### src/rtl/core/mexp_pkg.sv
// Shared types and constants for the modular exponentiation unit.
// No dependencies; imported by every module under rtl/core.
package mexp_pkg;

  localparam int KEY_BITS = 64;
  localparam int WORD_W   = 64;
  localparam int CNT_W    = $clog2(KEY_BITS);
  localparam int CFG_IDX_W = 2;

  typedef logic [KEY_BITS-1:0] key_t;
  typedef logic [WORD_W-1:0]   word_t;
  typedef logic [CNT_W-1:0]    cnt_t;

  typedef enum logic [CFG_IDX_W-1:0] {
    REG_MODULUS     = 2'd0,
    REG_PUBLIC_EXP  = 2'd1,
    REG_PRIVATE_EXP = 2'd2
  } cfg_reg_t;

  typedef enum logic [2:0] {
    ST_IDLE,
    ST_REDUCE,
    ST_CHECK,
    ST_MUL,
    ST_SQR,
    ST_DONE
  } mexp_state_t;

  typedef struct packed {
    logic start;
    key_t a;
    key_t b;
    key_t m;
  } mm_req_t;

endpackage

### src/rtl/core/mexp_modmul.sv
// Bit-serial modular multiplier: r = a*b mod m, one bit of b per cycle, MSB first.
// Depends on mexp_pkg. Requires a < m (or a = 1) and m > 0.
module mexp_modmul (
  input  logic             clk,
  input  logic             rst_n,
  input  mexp_pkg::mm_req_t req,
  output logic             done,
  output mexp_pkg::key_t   result
);
  import mexp_pkg::*;

  key_t a_r, b_r, m_r, r_r;
  key_t r_nxt;
  cnt_t cnt_r;
  logic busy_r, done_r;

  logic [KEY_BITS+1:0] t_sum;
  logic [KEY_BITS+2:0] d1, d2;

  always_comb begin
    t_sum = {1'b0, r_r, 1'b0} + (b_r[KEY_BITS-1] ? (KEY_BITS+2)'(a_r) : '0);
    d1 = {1'b0, t_sum} - (KEY_BITS+3)'(m_r);
    d2 = {1'b0, t_sum} - (KEY_BITS+3)'({m_r, 1'b0});
    if (!d2[KEY_BITS+2]) begin
      r_nxt = d2[KEY_BITS-1:0];
    end else if (!d1[KEY_BITS+2]) begin
      r_nxt = d1[KEY_BITS-1:0];
    end else begin
      r_nxt = t_sum[KEY_BITS-1:0];
    end
  end

  always_ff @(posedge clk) begin
    if (!rst_n) begin
      busy_r <= 1'b0;
      done_r <= 1'b0;
      cnt_r  <= '0;
    end else begin
      done_r <= 1'b0;
      if (req.start && !busy_r) begin
        busy_r <= 1'b1;
        cnt_r  <= cnt_t'(KEY_BITS - 1);
      end else if (busy_r) begin
        cnt_r <= cnt_r - 1'b1;
        if (cnt_r == '0) begin
          busy_r <= 1'b0;
          done_r <= 1'b1;
        end
      end
    end
  end

  always_ff @(posedge clk) begin
    if (req.start && !busy_r) begin
      a_r <= req.a;
      b_r <= req.b;
      m_r <= req.m;
      r_r <= '0;
    end else if (busy_r) begin
      r_r <= r_nxt;
      b_r <= {b_r[KEY_BITS-2:0], 1'b0};
    end
  end

  assign done   = done_r;
  assign result = r_r;

  a_done_pulse: assert property (@(posedge clk) disable iff (!rst_n)
    done_r |=> !done_r) else $error("modmul done longer than one cycle");
  a_done_after_busy: assert property (@(posedge clk) disable iff (!rst_n)
    $rose(done_r) |-> $past(busy_r)) else $error("modmul done without work");
  a_no_start_busy: assert property (@(posedge clk) disable iff (!rst_n)
    busy_r |-> !(done_r)) else $error("modmul busy and done together");

endmodule

### src/rtl/core/mexp_seq.sv
// Square-and-multiply sequencer driving the shared modular multiplier.
// Depends on mexp_pkg; talks to mexp_modmul through mm_req_t.
module mexp_seq (
  input  logic             clk,
  input  logic             rst_n,
  input  logic             start,
  input  logic             action,
  input  mexp_pkg::key_t   base_in,
  input  mexp_pkg::key_t   modulus,
  input  mexp_pkg::key_t   pub_exp,
  input  mexp_pkg::key_t   priv_exp,
  output logic             busy,
  output logic             res_valid,
  output mexp_pkg::key_t   res_value,
  output mexp_pkg::mm_req_t mm_req,
  input  logic             mm_done,
  input  mexp_pkg::key_t   mm_result
);
  import mexp_pkg::*;

  mexp_state_t state_r, state_nxt;
  key_t acc_r, acc_nxt, base_r, base_nxt, ex_r, ex_nxt;
  logic issued_r, issued_nxt;
  logic accept;

  assign accept = start && (state_r == ST_IDLE);

  // next state
  always_comb begin
    state_nxt = state_r;
    case (state_r)
      ST_IDLE: begin
        if (accept) begin
          state_nxt = (modulus == '0) ? ST_DONE : ST_REDUCE;
        end
      end
      ST_REDUCE: begin
        if (mm_done) state_nxt = ST_CHECK;
      end
      ST_CHECK: begin
        if (ex_r == '0) begin
          state_nxt = ST_DONE;
        end else if (ex_r[0]) begin
          state_nxt = ST_MUL;
        end else begin
          state_nxt = ST_SQR;
        end
      end
      ST_MUL: begin
        if (mm_done) state_nxt = ST_SQR;
      end
      ST_SQR: begin
        if (mm_done) state_nxt = ST_CHECK;
      end
      ST_DONE: state_nxt = ST_IDLE;
      default: state_nxt = ST_IDLE;
    endcase
  end

  // outputs
  always_comb begin
    mm_req.start = 1'b0;
    mm_req.a     = base_r;
    mm_req.b     = base_r;
    mm_req.m     = modulus;
    case (state_r)
      ST_REDUCE: begin
        mm_req.start = !issued_r;
        mm_req.a     = key_t'(1);
      end
      ST_MUL: begin
        mm_req.start = !issued_r;
        mm_req.a     = acc_r;
      end
      ST_SQR: mm_req.start = !issued_r;
      default: mm_req.start = 1'b0;
    endcase
  end

  // datapath
  always_comb begin
    acc_nxt    = acc_r;
    base_nxt   = base_r;
    ex_nxt     = ex_r;
    issued_nxt = issued_r;
    if (mm_done) begin
      issued_nxt = 1'b0;
    end else if (mm_req.start) begin
      issued_nxt = 1'b1;
    end
    if (accept) begin
      acc_nxt  = (modulus > key_t'(1)) ? key_t'(1) : '0;
      base_nxt = base_in;
      ex_nxt   = action ? priv_exp : pub_exp;
    end else if (mm_done) begin
      case (state_r)
        ST_REDUCE: base_nxt = mm_result;
        ST_MUL:    acc_nxt  = mm_result;
        ST_SQR: begin
          base_nxt = mm_result;
          ex_nxt   = {1'b0, ex_r[KEY_BITS-1:1]};
        end
        default: acc_nxt = acc_r;
      endcase
    end
  end

  always_ff @(posedge clk) begin
    if (!rst_n) begin
      state_r  <= ST_IDLE;
      issued_r <= 1'b0;
    end else begin
      state_r  <= state_nxt;
      issued_r <= issued_nxt;
    end
  end

  always_ff @(posedge clk) begin
    acc_r  <= acc_nxt;
    base_r <= base_nxt;
    ex_r   <= ex_nxt;
  end

  assign busy      = (state_r != ST_IDLE);
  assign res_valid = (state_r == ST_DONE);
  assign res_value = acc_r;

  a_res_pulse: assert property (@(posedge clk) disable iff (!rst_n)
    res_valid |=> (state_r == ST_IDLE)) else $error("result strobe not single beat");
  a_start_pulse: assert property (@(posedge clk) disable iff (!rst_n)
    mm_req.start |=> !mm_req.start) else $error("multiplier start repeated");
  a_idle_clean: assert property (@(posedge clk) disable iff (!rst_n)
    (state_r == ST_IDLE) |-> !issued_r) else $error("multiply pending while idle");
  a_acc_reduced: assert property (@(posedge clk) disable iff (!rst_n)
    ((state_r != ST_IDLE) && (modulus != '0)) |-> (acc_r < modulus))
    else $error("accumulator not reduced");

endmodule

### src/rtl/core/modular_exponentiation_unit.sv
// Modular exponentiation: base^exp mod modulus, right-to-left square-and-multiply.
// Steps: the base is reduced, then for each exponent bit a check, a multiply if the bit
// is set, and a square; multiplies run on mexp_modmul; a zero modulus skips to the result.
// busy holds from accept through the result beat; a new start is taken only when idle.
// Result is a single-cycle out_valid strobe; the receiver cannot stall.
// Synchronous active-low reset; modulus and both exponents reset to 1.
module modular_exponentiation_unit (
  input  logic                  clk,
  input  logic                  rst_n,
  input  logic                  start,
  output logic                  busy,
  input  logic                  in_action,
  input  mexp_pkg::word_t       in_base_value,
  output logic                  out_valid,
  output mexp_pkg::word_t       out_power_value,
  input  logic                  cfg_valid,
  output logic                  cfg_ready,
  input  logic [mexp_pkg::CFG_IDX_W-1:0] cfg_index,
  input  mexp_pkg::word_t       cfg_data
);
  import mexp_pkg::*;

  key_t modulus_r, pub_exp_r, priv_exp_r;
  key_t res_value, mm_result;
  mm_req_t mm_req;
  logic mm_done;

  assign cfg_ready = 1'b1;

  always_ff @(posedge clk) begin
    if (!rst_n) begin
      modulus_r  <= key_t'(1);
      pub_exp_r  <= key_t'(1);
      priv_exp_r <= key_t'(1);
    end else if (cfg_valid && cfg_ready) begin
      case (cfg_index)
        REG_MODULUS:     modulus_r  <= cfg_data[KEY_BITS-1:0];
        REG_PUBLIC_EXP:  pub_exp_r  <= cfg_data[KEY_BITS-1:0];
        REG_PRIVATE_EXP: priv_exp_r <= cfg_data[KEY_BITS-1:0];
        default:         modulus_r  <= modulus_r;
      endcase
    end
  end

  mexp_seq u_seq (
    .clk       (clk),
    .rst_n     (rst_n),
    .start     (start),
    .action    (in_action),
    .base_in   (in_base_value[KEY_BITS-1:0]),
    .modulus   (modulus_r),
    .pub_exp   (pub_exp_r),
    .priv_exp  (priv_exp_r),
    .busy      (busy),
    .res_valid (out_valid),
    .res_value (res_value),
    .mm_req    (mm_req),
    .mm_done   (mm_done),
    .mm_result (mm_result)
  );

  mexp_modmul u_modmul (
    .clk    (clk),
    .rst_n  (rst_n),
    .req    (mm_req),
    .done   (mm_done),
    .result (mm_result)
  );

  assign out_power_value = word_t'(res_value);

endmodule
### config.mk
export PLATFORM = sky130hd
export DESIGN_NAME = modular_exponentiation_unit
export DESIGN_NICKNAME = d
export VERILOG_FILES = /design/src/rtl/core/mexp_pkg.sv /design/src/rtl/core/mexp_modmul.sv /design/src/rtl/core/mexp_seq.sv /design/src/rtl/core/modular_exponentiation_unit.sv
export SDC_FILE = /design/constraint.sdc
export NUM_CORES = 2
export LEC_CHECK = 0
export BUFFER_PORTS_ARGS = -buffer_cell sky130_fd_sc_hd__clkbuf_2
export CAP_MARGIN = 10
export CORE_UTILIZATION = 60
export CTS_CLUSTER_DIAMETER = 50
export CTS_CLUSTER_SIZE = 28
export DETAILED_ROUTE_END_ITERATION = 16
export PLACE_DENSITY = 0.78
export REMOVE_ABC_BUFFERS = 1
export SLEW_MARGIN = 5
export SYNTH_ARGS = -nofsm -noshare
export SYNTH_HDL_FRONTEND = slang
export SYNTH_SLANG_ARGS = --single-unit
export TNS_END_PERCENT = 10
### constraint.sdc
create_clock -name clk -period 12.2 [get_ports clk]
set_input_delay 3.05 -clock clk [delete_from_list [all_inputs] [get_ports clk]]
set_output_delay 3.05 -clock clk [all_outputs]
set_load 0.005 [all_outputs]
==> flow_metrics.env <==
export IMPL_cts_resized=0
export IMPL_hold_depth=2
export IMPL_r2r_start="u_modmul.b_r[63]"
export IMPL_hold_ws_ps=455.6
export IMPL_instances_no_fill=4921
export IMPL_hold_path_class="register to register"
export IMPL_die_w_microns=250.9
export IMPL_routed_wl_microns=103300
export IMPL_finalClockSkew_ps=25.42
export IMPL_setup_viol=0
export IMPL_ys_top_cells_by_count="738 x nand2_1, 440 x a21oi_1, 384 x edfxtp_1, 268 x dfxtp_1, 265 x o21ai_0"
export IMPL_r2r_cells=26
export IMPL_power_leakage_uw=0.01661
export IMPL_avgSynthCellArea_sq_um=9.272
export IMPL_htreeDepth=2
export IMPL_wl_per_cell_microns=21.00
export IMPL_crit_family="compound AO/OA/AOI/OAI gates"
export IMPL_numCtsBuffers=60
export IMPL_status="complete, no violations"
export IMPL_place_inst=4807
export IMPL_dieArea_sq_mm=0.06294
export IMPL_r2r_end="u_modmul.result[63]"
export IMPL_post_route_period_util=0.7166
export IMPL_finalSetupTns_ps=0
export IMPL_fin_util=0.6716
export IMPL_worstSetupStartpointType="register"
export IMPL_setup_slack_ps=3458
export IMPL_initial_utilization=0.6112
export IMPL_clk_path_buf_depth=3
export IMPL_cp_common_cell="o21ai_0"
export IMPL_p_int_uw=5699
export IMPL_vias_per_cell=6.217
export IMPL_crit_cells=26
export IMPL_fin_nets=4418
export IMPL_synth_area_leaders="edfxtp_1 31%, dfxtp_1 14%, nand2_1 7.5%"
export IMPL_port_buffers=200
export IMPL_async_flop_share=0
export IMPL_holdBufCountCts=0
export IMPL_synth_flop_cell="edfxtp_1"
export IMPL_required_ps=12790
export IMPL_relSlewSlack=0.2192
export IMPL_drc=0
export IMPL_power_switching_uw=4445
export IMPL_max_stage_delay_ps=1010
export IMPL_cts_root_buf="clkbuf_16"
export IMPL_maxCapViolations=0
export IMPL_postRouteAntennaNets=0
export IMPL_netlist_area_sq_mm=0.03716
export IMPL_insertion_delay_ps=670
export IMPL_drt_pass1_iter_count=5
export IMPL_cp_max_fo=58
export IMPL_hold_viol=0
export IMPL_grt_usage=0.3228
export IMPL_irDropWorstVdd_uv=165.6
export IMPL_clkPwrFrac=0.207
export IMPL_yosysTopAreaCell="edfxtp_1"
export IMPL_grt_pass1_wl_microns=160700
export IMPL_worst_path_buf_inv=1
export IMPL_synth_cell_types=89
export IMPL_rows=90
export IMPL_yosysWarnings=0
export IMPL_clock_fmax_mhz=114.4
export IMPL_cp_arrival_ps=9330
export IMPL_synth_edf_count=384
export IMPL_pre_cts_slack_ps=3656
export IMPL_crit_path_start="u_modmul.b_r[63]"
export IMPL_diodes=0
export IMPL_rsz0062_at_grt="no"
export IMPL_yosysMostFrequentCell="nand2_1"
export IMPL_cts_tree="yes"
export IMPL_crit_slowest_cell="nor2_1"
export IMPL_post_cts_buffers=0
export IMPL_endpoint_kind="register"
export IMPL_endpoint="u_modmul.result[63]"
export IMPL_drt_iter0_drc=2826
export IMPL_ys_ff_latch=652
export IMPL_grt_pass1_vias=28690
export IMPL_sw_frac_of_total=0.4382
export IMPL_layout_drive_gt1_share=0.1104
export IMPL_place_gp_congestion=0.9733
export IMPL_tightest_slew_ps=1171
export IMPL_post_route_min_period_ps=8742
export IMPL_seq_area_frac_synth=0.4546
export IMPL_coreArea_sq_mm=0.06081
export IMPL_cts_sinks=652
export IMPL_antenna_found_initial=0
export IMPL_synth_top_area_share=0.3103
export IMPL_p_per_area_mw_per_mm2=248.4
export IMPL_p_comb_frac=0.511
export IMPL_vias=30590
export IMPL_io_pins=202
export IMPL_pwr_share_seq=0.282
export IMPL_r2r_setup_slack_ps=3460
export IMPL_synthToLayoutAreaGrowth_pct=9.885
export IMPL_crit_type="register to register"
export IMPL_syn_inst=4008
export IMPL_slew_viol_final=0
export IMPL_overflow=0
export IMPL_die_h_microns=250.9
export IMPL_cts_clk_slew_worst_paths_ps=80
export IMPL_hpwl_microns=72720
export IMPL_grt_max_degree=114
[worst register-to-register path, stage by stage, from the launching register on]
cell and delay [ps]:
edfxtp_1 640, buf_4 500, and2_1 280, ha_1 250, nand2_1 130, o41ai_1 470
nor2_1 180, a211oi_1 340, o21ai_0 300, o211ai_1 290, nand2_1 100, a31oi_1 340
a21oi_1 150, o21ai_0 230, xor2_1 360, ha_1 380, a21oi_1 230, o21ai_0 150
a21o_1 220, a21o_1 190, a41o_1 250, a221o_1 320, a21oi_1 200, nand3_1 770
nor2_1 1020, o21ai_0 210, o21ai_1 190
[sequential cells by signal (all words and copies together) (netlist names)]
| signal | cells |
|---|---|
| u_modmul.m_r | 64 |
| u_seq.state_r | 3 |
| u_seq.issued_r | 1 |
| u_modmul.done | 1 |
| u_modmul.result | 64 |
| u_modmul.b_r | 64 |
| u_modmul.busy_r | 1 |
| pub_exp_r | 64 |
| u_seq.ex_r | 64 |
| modulus_r | 64 |
| u_modmul.cnt_r | 6 |
| priv_exp_r | 64 |
| u_seq.res_value | 64 |
| u_seq.base_r | 64 |
| u_modmul.a_r | 64 |
[cell usage in the layout, fill, tap and decap left out, drive strengths merged, types with 8 or more instances in the layout]
cell type / Yosys / layout
nand2: 739 / 739
a21oi: 446 / 446
edfxtp: 384 / 384
o21ai: 283 / 283
dfxtp: 268 / 268
clkbuf: 177 / 263
ha: 193 / 193
a21o: 167 / 167
inv: 131 / 159
and2: 143 / 143
nor2: 122 / 122
xnor2: 119 / 119
mux2i: 102 / 102
mux2: 63 / 63
nand3: 61 / 61
xor2: 59 / 59
nand4: 43 / 43
a22oi: 42 / 42
o21bai: 38 / 38
nor4: 38 / 38
nor3: 33 / 33
buf: 37 / 32
a211oi: 32 / 32
o211ai: 27 / 27
a31oi: 27 / 27
nand2b: 21 / 21
and3: 20 / 20
o21a: 20 / 20
clkinv: 0 / 19
nor2b: 18 / 18
o31ai: 12 / 12
a22o: 9 / 9
and4: 8 / 8
or3: 8 / 8
a221o: 8 / 8
a311oi: 8 / 8
[power by group through the flow]
stage	sequential (uW)	clock, uW	combinational, uW
CTS	2860	2120	5050
global route	2890	2190	5620
floorplan	2850	0	3750
detailed placement	2900	0	5010
finish	2860	2100	5180
global placement	2900	0	5000
[stage by stage]
step / total power [uW] / instance area [sq um]
CTS: 10020 / 40840
global route: 10700 / 40840
finish: 10140 / 40840
detailed placement: 7911 / 38590
floorplan: 6596 / 36300
global placement: 7903 / 38590
[per-layer routing]
metal	wire [microns]	up-vias	track usage	share of wire
met4	2714	0	0.09408	0.026
met5	0	-	0	0
met1	46440	14530	0.4762	0.45
met3	8378	166	0.04111	0.081
li1	-	14600	-	-
met2	45790	1298	0.4973	0.44
[worst min path at each step]
| stage | from | to | slack (ps) |
|---|---|---|---|
| floorplan | modulus_r[13] | u_modmul.m_r[13] | 430 |
| global placement | modulus_r[40] | u_modmul.m_r[40] | 440 |
| detailed placement | modulus_r[51] | u_modmul.m_r[51] | 440 |
| CTS | priv_exp_r[45] | priv_exp_r[45] | 460 |
| global route | pub_exp_r[5] | pub_exp_r[5] | 470 |
| finish | priv_exp_r[45] | priv_exp_r[45] | 460 |
[cells by family after synthesis]
group	count (synthesis)	synth area share
AO/OA/AOI/OAI	1191	0.1967
XOR/XNOR	178	0.04246
adder cells (fa/ha/maj)	196	0.06660
buffers and inverters	345	0.03643
flip-flops	652	0.4546
multiplexers	165	0.04656
other	1	0.0001009
AND/OR/NAND/NOR	1280	0.1566
[cell type report]
class,count,area [sq um]
Clock inverter,50,685.7
Sequential cell,652,16900
Tap cell,782,978.4
Multi-Input combinational cell,3011,18980
Clock buffer,64,1558
Fill cell,4954,19970
Timing Repair Buffer,231,1236
Inverter,131,496.7
(Power assumes the default switching activity.)
